==> config.mk <==
export PLATFORM = sky130hd
export DESIGN_NAME = modular_exponentiation
export DESIGN_NICKNAME = d
export VERILOG_FILES = /design/src/hw/rtl/mexp_pkg.sv /design/src/hw/rtl/modular_exponentiation.sv
export SDC_FILE = /design/constraint.sdc
export NUM_CORES = 1
export LEC_CHECK = 0
export ABC_CLOCK_PERIOD_IN_PS = 10400
export BUFFER_PORTS_ARGS = -buffer_cell sky130_fd_sc_hd__buf_2
export CAP_MARGIN = 40
export CORE_MARGIN = 2
export CORE_UTILIZATION = 50
export DETAILED_ROUTE_END_ITERATION = 16
export PLACE_DENSITY = 0.79
export SETUP_SLACK_MARGIN = 0.02
export SLEW_MARGIN = 20
export SYNTH_ARGS = -nofsm -noshare
export SYNTH_HDL_FRONTEND = slang
export SYNTH_SLANG_ARGS = --single-unit
==> constraint.sdc <==
create_clock -name clk -period 10.4 [get_ports clk]
set_clock_uncertainty 0.2 [all_clocks]
set_input_delay 0.52 -clock clk [delete_from_list [all_inputs] [get_ports clk]]
set_output_delay 0.52 -clock clk [all_outputs]
set_load 0.02 [all_outputs]
==> src/hw/rtl/mexp_pkg.sv <==
`default_nettype none
// ----------------------------------------------------------------------------
// mexp_pkg
// shared widths, defaults and register indexes for the modular exponentiation
// block
// ----------------------------------------------------------------------------
package mexp_pkg;

    // default widths of modulus and exponent
    localparam int MOD_WIDTH_DEF = 32;
    localparam int EXP_WIDTH_DEF = 64;

    // base field width, fixed by the request format
    localparam int BASE_WIDTH = 64;

    // configuration port
    localparam int CFG_INDEX_WIDTH = 2;

    localparam logic [CFG_INDEX_WIDTH-1:0] REG_MODULUS  = 2'd0;
    localparam logic [CFG_INDEX_WIDTH-1:0] REG_EXPONENT = 2'd1;

    // bit counter of the serial multiplier, must hold BASE_WIDTH
    localparam int CNT_WIDTH = $clog2(BASE_WIDTH + 1);

endpackage : mexp_pkg
`default_nettype wire

==> src/hw/rtl/modular_exponentiation.sv <==
`default_nettype none
// ----------------------------------------------------------------------------
// modular_exponentiation
// right-to-left binary square and multiply, base^exponent mod modulus, on a
// bit-serial modular multiplier
// ----------------------------------------------------------------------------
// from request accept to power valid the block reduces the base, then for each
//   exponent bit up to the highest set one runs a multiply if the bit is set and
//   a square, then waits in S_DONE for the output register to free up
// a zero exponent or zero modulus skips the multiplier
// throughput: one request at a time; the serial multiplier retires one
//   operand bit per cycle and is shared by base reduction, multiply and square
// reset: modulus = 1, exponent = 0, no result pending
// ----------------------------------------------------------------------------
module modular_exponentiation #(
    parameter int MOD_WIDTH = mexp_pkg::MOD_WIDTH_DEF,
    parameter int EXP_WIDTH = mexp_pkg::EXP_WIDTH_DEF
) (
    input  wire  logic                                    clk,
    input  wire  logic                                    rst_n,

    // configuration write port
    input  wire  logic                                    cfg_we,
    input  wire  logic [mexp_pkg::CFG_INDEX_WIDTH-1:0]    cfg_index,
    input  wire  logic [(MOD_WIDTH > EXP_WIDTH ? MOD_WIDTH : EXP_WIDTH)-1:0] cfg_data,

    // request channel
    input  wire  logic                                    in_valid,
    output logic                                          in_ready,
    input  wire  logic [mexp_pkg::BASE_WIDTH-1:0]         base,

    // result channel
    output logic                                          out_valid,
    input  wire  logic                                    out_ready,
    output logic [MOD_WIDTH-1:0]                          power
);

    import mexp_pkg::*;

    // working width of the multiplier step: 2r + b stays below 3*modulus
    localparam int TW = MOD_WIDTH + 2;
    localparam int PAD_WIDTH = BASE_WIDTH - MOD_WIDTH;

    // controller states
    localparam int STATE_W = 3;
    localparam logic [STATE_W-1:0] S_IDLE = 3'd0;  // waiting for a request
    localparam logic [STATE_W-1:0] S_RED  = 3'd1;  // base mod modulus
    localparam logic [STATE_W-1:0] S_STEP = 3'd2;  // pick next exponent bit
    localparam logic [STATE_W-1:0] S_MUL  = 3'd3;  // acc = acc * sq mod m
    localparam logic [STATE_W-1:0] S_SQR  = 3'd4;  // sq = sq * sq mod m
    localparam logic [STATE_W-1:0] S_DONE = 3'd5;  // hand acc to the output

    // configuration registers
    logic [MOD_WIDTH-1:0]  modulus_reg, modulus_next;
    logic [EXP_WIDTH-1:0]  exponent_reg, exponent_next;

    // control
    logic [STATE_W-1:0]    state_reg, state_next;
    logic [CNT_WIDTH-1:0]  cnt_reg, cnt_next;
    logic                  out_valid_reg, out_valid_next;

    // payload
    logic [BASE_WIDTH-1:0] mul_a_reg, mul_a_next;   // multiplier bits, msb first
    logic [MOD_WIDTH-1:0]  mul_b_reg, mul_b_next;   // addend, always reduced
    logic [MOD_WIDTH-1:0]  mul_r_reg, mul_r_next;   // partial remainder
    logic [MOD_WIDTH-1:0]  acc_reg, acc_next;       // running result
    logic [MOD_WIDTH-1:0]  sq_reg, sq_next;         // running square
    logic [EXP_WIDTH-1:0]  exp_sh_reg, exp_sh_next; // remaining exponent bits
    logic [MOD_WIDTH-1:0]  power_reg, power_next;

    // serial multiplier step
    logic [TW-1:0]         step_t;
    logic [TW:0]           step_d1;
    logic [TW:0]           step_d2;
    logic [MOD_WIDTH-1:0]  step_r;
    logic                  mul_last;
    logic                  out_free;

    // one operand bit per cycle: r = 2r + bit*b, then bring back below m
    always_comb
    begin
        step_t  = {1'b0, mul_r_reg, 1'b0}
                + {2'b00, (mul_a_reg[BASE_WIDTH-1] ? mul_b_reg : {MOD_WIDTH{1'b0}})};
        step_d1 = {1'b0, step_t} - {3'b000, modulus_reg};
        step_d2 = {1'b0, step_t} - {2'b00, modulus_reg, 1'b0};
        if (!step_d2[TW])
        begin
            step_r = step_d2[MOD_WIDTH-1:0];
        end
        else if (!step_d1[TW])
        begin
            step_r = step_d1[MOD_WIDTH-1:0];
        end
        else
        begin
            step_r = step_t[MOD_WIDTH-1:0];
        end
    end

    assign mul_last = (cnt_reg == CNT_WIDTH'(1));
    assign out_free = !out_valid_reg || out_ready;

    always_comb
    begin
        modulus_next   = modulus_reg;
        exponent_next  = exponent_reg;
        state_next     = state_reg;
        cnt_next       = cnt_reg;
        out_valid_next = out_valid_reg;
        mul_a_next     = mul_a_reg;
        mul_b_next     = mul_b_reg;
        mul_r_next     = mul_r_reg;
        acc_next       = acc_reg;
        sq_next        = sq_reg;
        exp_sh_next    = exp_sh_reg;
        power_next     = power_reg;

        // register writes, ignored beyond the register list
        if (cfg_we)
        begin
            if (cfg_index == REG_MODULUS)
            begin
                modulus_next = cfg_data[MOD_WIDTH-1:0];
            end
            else if (cfg_index == REG_EXPONENT)
            begin
                exponent_next = cfg_data[EXP_WIDTH-1:0];
            end
        end

        // result taken downstream
        if (out_valid_reg && out_ready)
        begin
            out_valid_next = 1'b0;
        end

        unique case (state_reg)
            S_IDLE:
            begin
                if (in_valid)
                begin
                    if (exponent_reg == '0)
                    begin
                        // zero exponent gives 1 with no reduction
                        acc_next   = MOD_WIDTH'(1);
                        state_next = S_DONE;
                    end
                    else if (modulus_reg == '0)
                    begin
                        acc_next   = '0;
                        state_next = S_DONE;
                    end
                    else
                    begin
                        // reduction runs the multiplier with b = 1 over all base bits
                        mul_a_next = base;
                        mul_b_next = MOD_WIDTH'(1);
                        mul_r_next = '0;
                        cnt_next   = CNT_WIDTH'(BASE_WIDTH);
                        state_next = S_RED;
                    end
                end
            end

            S_RED:
            begin
                mul_a_next = {mul_a_reg[BASE_WIDTH-2:0], 1'b0};
                mul_r_next = step_r;
                cnt_next   = cnt_reg - CNT_WIDTH'(1);
                if (mul_last)
                begin
                    sq_next     = step_r;
                    acc_next    = MOD_WIDTH'(1);
                    exp_sh_next = exponent_reg;
                    state_next  = S_STEP;
                end
            end

            S_STEP:
            begin
                mul_r_next = '0;
                cnt_next   = CNT_WIDTH'(MOD_WIDTH);
                mul_b_next = sq_reg;
                if (exp_sh_reg == '0)
                begin
                    state_next = S_DONE;
                end
                else if (exp_sh_reg[0])
                begin
                    mul_a_next = {acc_reg, {PAD_WIDTH{1'b0}}};
                    state_next = S_MUL;
                end
                else
                begin
                    mul_a_next = {sq_reg, {PAD_WIDTH{1'b0}}};
                    state_next = S_SQR;
                end
            end

            S_MUL:
            begin
                mul_a_next = {mul_a_reg[BASE_WIDTH-2:0], 1'b0};
                mul_r_next = step_r;
                cnt_next   = cnt_reg - CNT_WIDTH'(1);
                if (mul_last)
                begin
                    // product done, square follows on the same unit
                    acc_next   = step_r;
                    mul_a_next = {sq_reg, {PAD_WIDTH{1'b0}}};
                    mul_b_next = sq_reg;
                    mul_r_next = '0;
                    cnt_next   = CNT_WIDTH'(MOD_WIDTH);
                    state_next = S_SQR;
                end
            end

            S_SQR:
            begin
                mul_a_next = {mul_a_reg[BASE_WIDTH-2:0], 1'b0};
                mul_r_next = step_r;
                cnt_next   = cnt_reg - CNT_WIDTH'(1);
                if (mul_last)
                begin
                    sq_next     = step_r;
                    exp_sh_next = exp_sh_reg >> 1;
                    state_next  = S_STEP;
                end
            end

            S_DONE:
            begin
                // wait for the output register to free up
                if (out_free)
                begin
                    power_next     = acc_reg;
                    out_valid_next = 1'b1;
                    state_next     = S_IDLE;
                end
            end

            default:
            begin
                state_next = S_IDLE;
            end
        endcase
    end

    // control and configuration registers
    always_ff @(posedge clk or negedge rst_n)
    begin
        if (!rst_n)
        begin
            modulus_reg   <= MOD_WIDTH'(1);
            exponent_reg  <= '0;
            state_reg     <= S_IDLE;
            cnt_reg       <= '0;
            out_valid_reg <= 1'b0;
        end
        else
        begin
            modulus_reg   <= modulus_next;
            exponent_reg  <= exponent_next;
            state_reg     <= state_next;
            cnt_reg       <= cnt_next;
            out_valid_reg <= out_valid_next;
        end
    end

    // datapath registers
    always_ff @(posedge clk)
    begin
        mul_a_reg  <= mul_a_next;
        mul_b_reg  <= mul_b_next;
        mul_r_reg  <= mul_r_next;
        acc_reg    <= acc_next;
        sq_reg     <= sq_next;
        exp_sh_reg <= exp_sh_next;
        power_reg  <= power_next;
    end

    // a new request can enter while the previous result still waits
    assign in_ready  = (state_reg == S_IDLE);
    assign out_valid = out_valid_reg;
    assign power     = power_reg;

`ifndef NO_ASSERTIONS
    // an accepted request always starts work
    assert property (@(posedge clk) disable iff (!rst_n)
        (in_valid && in_ready) |=> (state_reg != S_IDLE))
    else $error("request accepted but controller stayed idle");

    // partial remainder stays reduced while the multiplier runs
    assert property (@(posedge clk) disable iff (!rst_n)
        (state_reg == S_RED || state_reg == S_MUL || state_reg == S_SQR)
        |-> (mul_r_reg < modulus_reg))
    else $error("serial multiplier remainder not below modulus");

    // running square is reduced between exponent bits
    assert property (@(posedge clk) disable iff (!rst_n)
        (state_reg == S_STEP) |-> (sq_reg < modulus_reg))
    else $error("running square not below modulus");

    // a finished result reaches the output register once it is free
    assert property (@(posedge clk) disable iff (!rst_n)
        (state_reg == S_DONE && out_free) |=> (out_valid && state_reg == S_IDLE))
    else $error("finished result not handed to the output");
`endif

endmodule : modular_exponentiation
`default_nettype wire
# ---- Yosys cells after proc, flatten, opt, wreduce, memory -nomap -nowiden
# Cells that the tools add are included.
dict set report totals {
  regBits 395
  out_inout_bits 34
  inputBits 135
}
dict set report op_classes {
  n_addsub 4
  eq_ne 17
  bitwise_logic 1
  mux 46
  reduce_logical 23
}
# cell count
set ops {}
lappend ops {{32-bit 2-to-1 mux} 16}
lappend ops {{64-bit 2-to-1 mux} 8}
lappend ops {{64-bit one-hot mux with 4 select lines} 1}
lappend ops {{32-bit one-hot mux with 3 select lines} 2}
lappend ops {{64-bit zero test} 2}
lappend ops {{32-bit one-hot mux with 4 select lines} 1}
lappend ops {{64-bit one-hot mux with 2 select lines} 1}
lappend ops {{34-bit by 32-bit subtractor with 35-bit output} 1}
lappend ops {{34-bit by 33-bit subtractor with 35-bit output} 1}
lappend ops {{33-bit by 32-bit adder with 34-bit output} 1}
lappend ops {{32-bit zero test} 1}
lappend ops {{7-bit 2-to-1 mux} 4}
lappend ops {{7-bit one-hot mux with 4 select lines} 1}
lappend ops {{3-bit 2-to-1 mux} 8}
lappend ops {{2-bit inequality test, second input constant} 8}
lappend ops {{3-bit one-hot mux with 5 select lines} 1}
lappend ops {{5-bit AND reduction} 3}
lappend ops {{4-bit AND reduction} 2}
lappend ops {{7-bit by 1-bit == test with 1-bit output, second input constant} 1}
lappend ops {{7-bit by 1-bit subtractor with 7-bit output, second input constant} 1}
lappend ops {{3-bit by 2-bit == test with 1-bit output, second input constant} 2}
lappend ops {{3-bit == test, second input constant} 2}
lappend ops {{2-bit AND reduction} 3}
lappend ops {{3-bit AND reduction} 2}
lappend ops {{other kinds (15)} 18}

# ---- Logic depth before layout (Yosys ltp)
dict set report depth {
  word_depth 7
  mapped_depth 24
  mapped_depth_nobuf 21
}

# ---- Worst setup path before layout
# No wires, ideal clock.
dict set report synth_timing {
  path_type {register to register}
  startpoint {register cnt_reg[2]}
  endpoint {register exp_sh_reg[0], enable pin}
  required_time_ns 9.635
  stages_incl_launch_ff 4
  path_slack_ns 4.005
  n_path_buf 0
  setup_time_ns 0.565
  arrival_time_ns 5.630
  cell_sequence {dfrtp_1 -> nor4_1 -> nand3b_1 -> nor3_1}
}
dict set report synth_between {
  elab_chain_cells 3
}
# item line_no
set synth_lines {}
lappend synth_lines {{from (decl)} modular_exponentiation.sv:59} ;# logic [CNT_WIDTH-1:0] cnt_reg, cnt_next;
lappend synth_lines {{from (signal assigned)} modular_exponentiation.sv:264} ;# cnt_reg <= cnt_next;
lappend synth_lines {{7-bit by 1-bit == test with 1-bit output *} modular_exponentiation.sv:100} ;# assign mul_last = (cnt_reg == CNT_WIDTH'(1));
lappend synth_lines {{2-bit inequality test (no source line)} -}
lappend synth_lines {{3-bit AND reduction (no source line) *} -}
lappend synth_lines {{to (signal assigned)} modular_exponentiation.sv:277} ;# exp_sh_reg <= exp_sh_next;
lappend synth_lines {{to (decl)} modular_exponentiation.sv:68} ;# logic [EXP_WIDTH-1:0] exp_sh_reg, exp_sh_next;
# Mark *: on every way between the ends. The rest lies on a longest branch, timed or not.
# A chain may end at the register's enable or synchronous reset.

# ---- Final worst setup path
dict set report layout_timing {
  startpoint {register mul_a_reg[63]}
  endpoint {register mul_r_reg[28], data pin}
}
dict set report layout_between {
  elab_chain_cells 7
}
# item line_no
set layout_lines {}
lappend layout_lines {{from (decl)} modular_exponentiation.sv:63} ;# logic [BASE_WIDTH-1:0] mul_a_reg, mul_a_next;
lappend layout_lines {{from (signal assigned)} modular_exponentiation.sv:272} ;# mul_a_reg <= mul_a_next;
lappend layout_lines {{32-bit 2-to-1 mux *} modular_exponentiation.sv:83} ;# + {2'b00, (mul_a_reg[BASE_WIDTH-1] ? mul_b_reg : {MOD_WIDTH{1'b0}})};
lappend layout_lines {{33-bit by 32-bit adder with 34-bit output *} modular_exponentiation.sv:83}
lappend layout_lines {{34-bit by 32-bit subtractor with 35-bit output} modular_exponentiation.sv:84} ;# step_d1 = {1'b0, step_t} - {3'b000, modulus_reg};
lappend layout_lines {{32-bit 2-to-1 mux} modular_exponentiation.sv:90} ;# else if (!step_d1[TW])
lappend layout_lines {{32-bit 2-to-1 mux *} modular_exponentiation.sv:86} ;# if (!step_d2[TW])
lappend layout_lines {{32-bit 2-to-1 mux} modular_exponentiation.sv:205} ;# if (mul_last)
lappend layout_lines {{32-bit one-hot mux with 4 select lines *} modular_exponentiation.sv:137} ;# unique case (state_reg)
lappend layout_lines {{net mul_r_next[28]} modular_exponentiation.sv:65} ;# logic [MOD_WIDTH-1:0] mul_r_reg, mul_r_next;
lappend layout_lines {{to (signal assigned)} modular_exponentiation.sv:274} ;# mul_r_reg <= mul_r_next;
lappend layout_lines {{to (decl)} modular_exponentiation.sv:65}
# Mark *: on every way through the listed nets, which the timed path passes. The rest lies on a longest branch.

==> out/metrics.csv <==
stage,metric,value,unit
drt,via_per_inst,6.056,
floorplan,start_util,50.95,%
placed_design,placed_cell_area,0.02351,sq mm
logic_synthesis,synth_nets,2351,
placed_design,gp_congestion,0.9492,
cells_and_area,register_area,0.01133,sq mm
clocking,cts_tree,done,
grt,grt_pass1_wl,92490,microns
clocking,clock_latency,0.58,ns
timing,period_needed,6.518,ns
clocking,clock_sinks,395,
timing,period_share,62.67,%
clocking,cts_buffer_depth,3,
grt,grtUsageTotal,25.32,%
timing,hold_viol_final,0,
clocking,cts.reportedPaths.clkPinSlew,0.06,ns
drt,drt_first_iter_violations,1994,
logic_synthesis,synth_area_leader_cell,edfxtp_1,
min_path,hold_path_depth,3,
min_path,hp-class,in2reg,
logic_synthesis,synth_edf_count,288,
floorplan,die_w,214.0,microns
logic_synthesis,yosysSeqAreaShare,51.38,%
drt,ant_nets,0,
placed_design,hpwlAfterDp,42540,microns
logic_synthesis,synth_top_flop_cell,edfxtp_1,
min_path,hp-start,cfg_data[23],
cells_and_area,stdcell_area,0.02531,sq mm
grt,grt_pass1_vias,16640,
floorplan,die-area,0.04578,sq mm
worst_setup_path,reg2reg_setup_slack,3.88,ns
run,maxCapViolCount,0,
logic_synthesis,syn_avg_cell_area,10.42,sq um
grt,grt_overflow,0,
clocking,htreeDepth,2,
logic_synthesis,syn_area,0.02204,sq mm
timing,grt_setup_unrepaired,no,
timing,drv_slew,0,
timing,fmax,153.4,MHz
cells_and_area,drive_above_1_share,15.20,%
timing,holdWs,0.02770,ns
worst_setup_path,critPathMaxStageDelay,0.68,ns
drt,routed_wl,58700,microns
worst_setup_path,worstPathRequired,10.63,ns
logic_synthesis,ys_warn_count,0,
floorplan,dieHeight,214.0,microns
timing,finalSetupViolCount,0,
worst_setup_path,crit_arrival,6.75,ns
logic_synthesis,synthTopCellsByCount,"nand2_1 (341), edfxtp_1 (288), a21oi_1 (161)",
grt,grt_max_degree,90,
logic_synthesis,yosysMostFrequentCell,nand2_1,
cells_and_area,fill_cells,3481,
placed_design,pre_cts_slack,3.790,ns
worst_setup_path,cp_cell_sequence,buf_4 -> and2_1 -> ha_1 -> inv_1 -> fa_1 -> nand2b_1 -> a21oi_1 -> o21ai_0 -> nand2_1 -> a31oi_1 -> o21ai_0 -> xor2_1 -> ha_1 -> a21oi_1 -> o21ai_0 -> inv_1 -> a2111oi_0 -> a21oi_1 -> o31ai_1 -> a21o_1 -> a22oi_1 -> a21oi_1,
timing,tightestPinTransition,0.8490,ns
timing,maxSlewHeadroom,42.88,%
placed_design,io_buffers,168,
min_path,holdPathEnd,modulus_reg[23],
worst_setup_path,r2r-start,mul_a_reg[63],
worst_setup_path,startpoint_type,flop,
drt,vias,17610,
clocking,clk_root_buffer_cell,clkbuf_16,
grt,antenna_found_initial,0,
drt,drt-wirelength-per-cell,20.19,microns
logic_synthesis,async_flop_share,27.09,%
drt,drc,0,
cells_and_area,multi_input_area,0.01014,sq mm
logic_synthesis,ys_seq_elements,395,
worst_setup_path,crit_path_end_kind,flop,
cells_and_area,n_antenna_cell,0,
worst_setup_path,crit_top_cell,a21oi_1,
timing,layout_setup_ws,3.882,ns
cells_and_area,fin_nets,2525,
logic_synthesis,yosys.cell_types.count,84,
worst_setup_path,critPathKind,reg2reg,
floorplan,io_pins,169,
worst_setup_path,worstRegToRegCells,22,
worst_setup_path,r2r_end,mul_r_reg[28],
floorplan,coreArea,0.04327,sq mm
drt,dr.pass1.iters,5,
worst_setup_path,crit_path_top_delay_cell,a21o_1,
logic_synthesis,yosys-top-cells-area,"edfxtp_1 (39%), dfrtp_1 (12%), nand2_1 (5.8%), ha_1 (5.5%), a21oi_1 (3.7%)",
clocking,post-cts-setup-buffer-count,0,
floorplan,num_rows,76,
clocking,cts_buffers,41,
timing,setup_tns,0,ns
logic_synthesis,synth_top_area_share,39.23,%
run_status,status,"complete, no violations",
cells_and_area,synthToLayoutAreaGrowth,14.84,%
worst_setup_path,crit_path_max_fanout,32,
logic_synthesis,synthCells,2116,
-- worst max-delay path by stage --
stage	startpoint	endpoint	cells after the start
global placement	mul_a_reg[63]	mul_r_reg[1]	22
finish	mul_a_reg[63]	mul_r_reg[28]	22
detailed placement	mul_a_reg[63]	acc_reg[20]	22
CTS	mul_a_reg[63]	acc_reg[20]	22
global route	mul_a_reg[63]	acc_reg[17]	22
floorplan	cnt_reg[2]	exp_sh_reg[0]	3
-- repair_timing --
item / CTS / global route
hold endpoints to repair: 68 / 0
resized for setup: 0 / 0
hold buffers: 38 / 0
-- through the flow --
step	cells	util, %
after CTS	2905	58.40
after detailed placement	2792	54.34
final	2907	58.51
after global routing	2907	58.51
after floorplan	2116	-
after global placement	2789	54.16
-- logic make-up (layout without fill, tap and decap cells) --
group           count (synthesis)  count (layout)  synth area share, %
fa+ha+maj                     100             100                5.778
compound gates                545             545                16.71
flops                         395             395                51.38
mux                            88              88                4.399
buf+inv                       169             375                3.042
simple gates                  738             738                15.47
xor+xnor                       81              81                3.218
-- placed cells by master, fill, tap and decap left out, drive strengths merged, types with 15 or more instances in the layout --
master       synthesis  final
o211ai              16     16
edfxtp             288    288
dlygate4sd3          0     38
ha                  97     97
a221oi              35     35
nand2b              15     15
nor2               122    122
a21oi              164    164
inv                 70     71
nor3                25     25
a22o                31     31
and2                73     73
nand3               36     36
xor2                30     30
nor4                47     47
nand2              342    342
a31oi               19     19
mux2i               20     20
nor2b               15     15
mux2                68     68
buf                 20    192
dfrtp              106    106
a211oi              62     62
nand4               25     25
xnor2               51     51
a21o                32     32
o21ai               96     96
clkbuf              79     56
-- layer usage --
metal / GRT usage, % / part of all wire [%] / up-vias / wire [microns]
met5: 0 / 0 / - / 0
met4: 7.483 / 2.5 / 0 / 1489
met3: 4.331 / 9.2 / 95 / 5429
met2: 37.87 / 43 / 891 / 25490
met1: 37.80 / 45 / 8424 / 26300
li1: - / - / 8195 / -
-- layout make-up --
cell class,instances,share of cell area (%)
clock buffer,56,4.439
clock inverter,19,0.9885
inverter,70,1.038
multi-input combinational,1552,40.07
sequential,395,44.75
tap,585,2.891
timing repair buffer,230,5.822
-- worst max-delay path, delay by kind of cell (launching register included) --
kind | cells | cell delay (ns)
AOI/OAI and AO/OA | 12 | 3.61
xor gates and xnor gates | 1 | 0.32
adders and majority gates | 3 | 0.92
buffers and inverters | 3 | 0.48
DFF | 1 | 0.32
and+or+nand+nor | 3 | 0.51
Power is not shown: default switching activity piles up to over one toggle a cycle in this logic, so the estimate is an artifact.
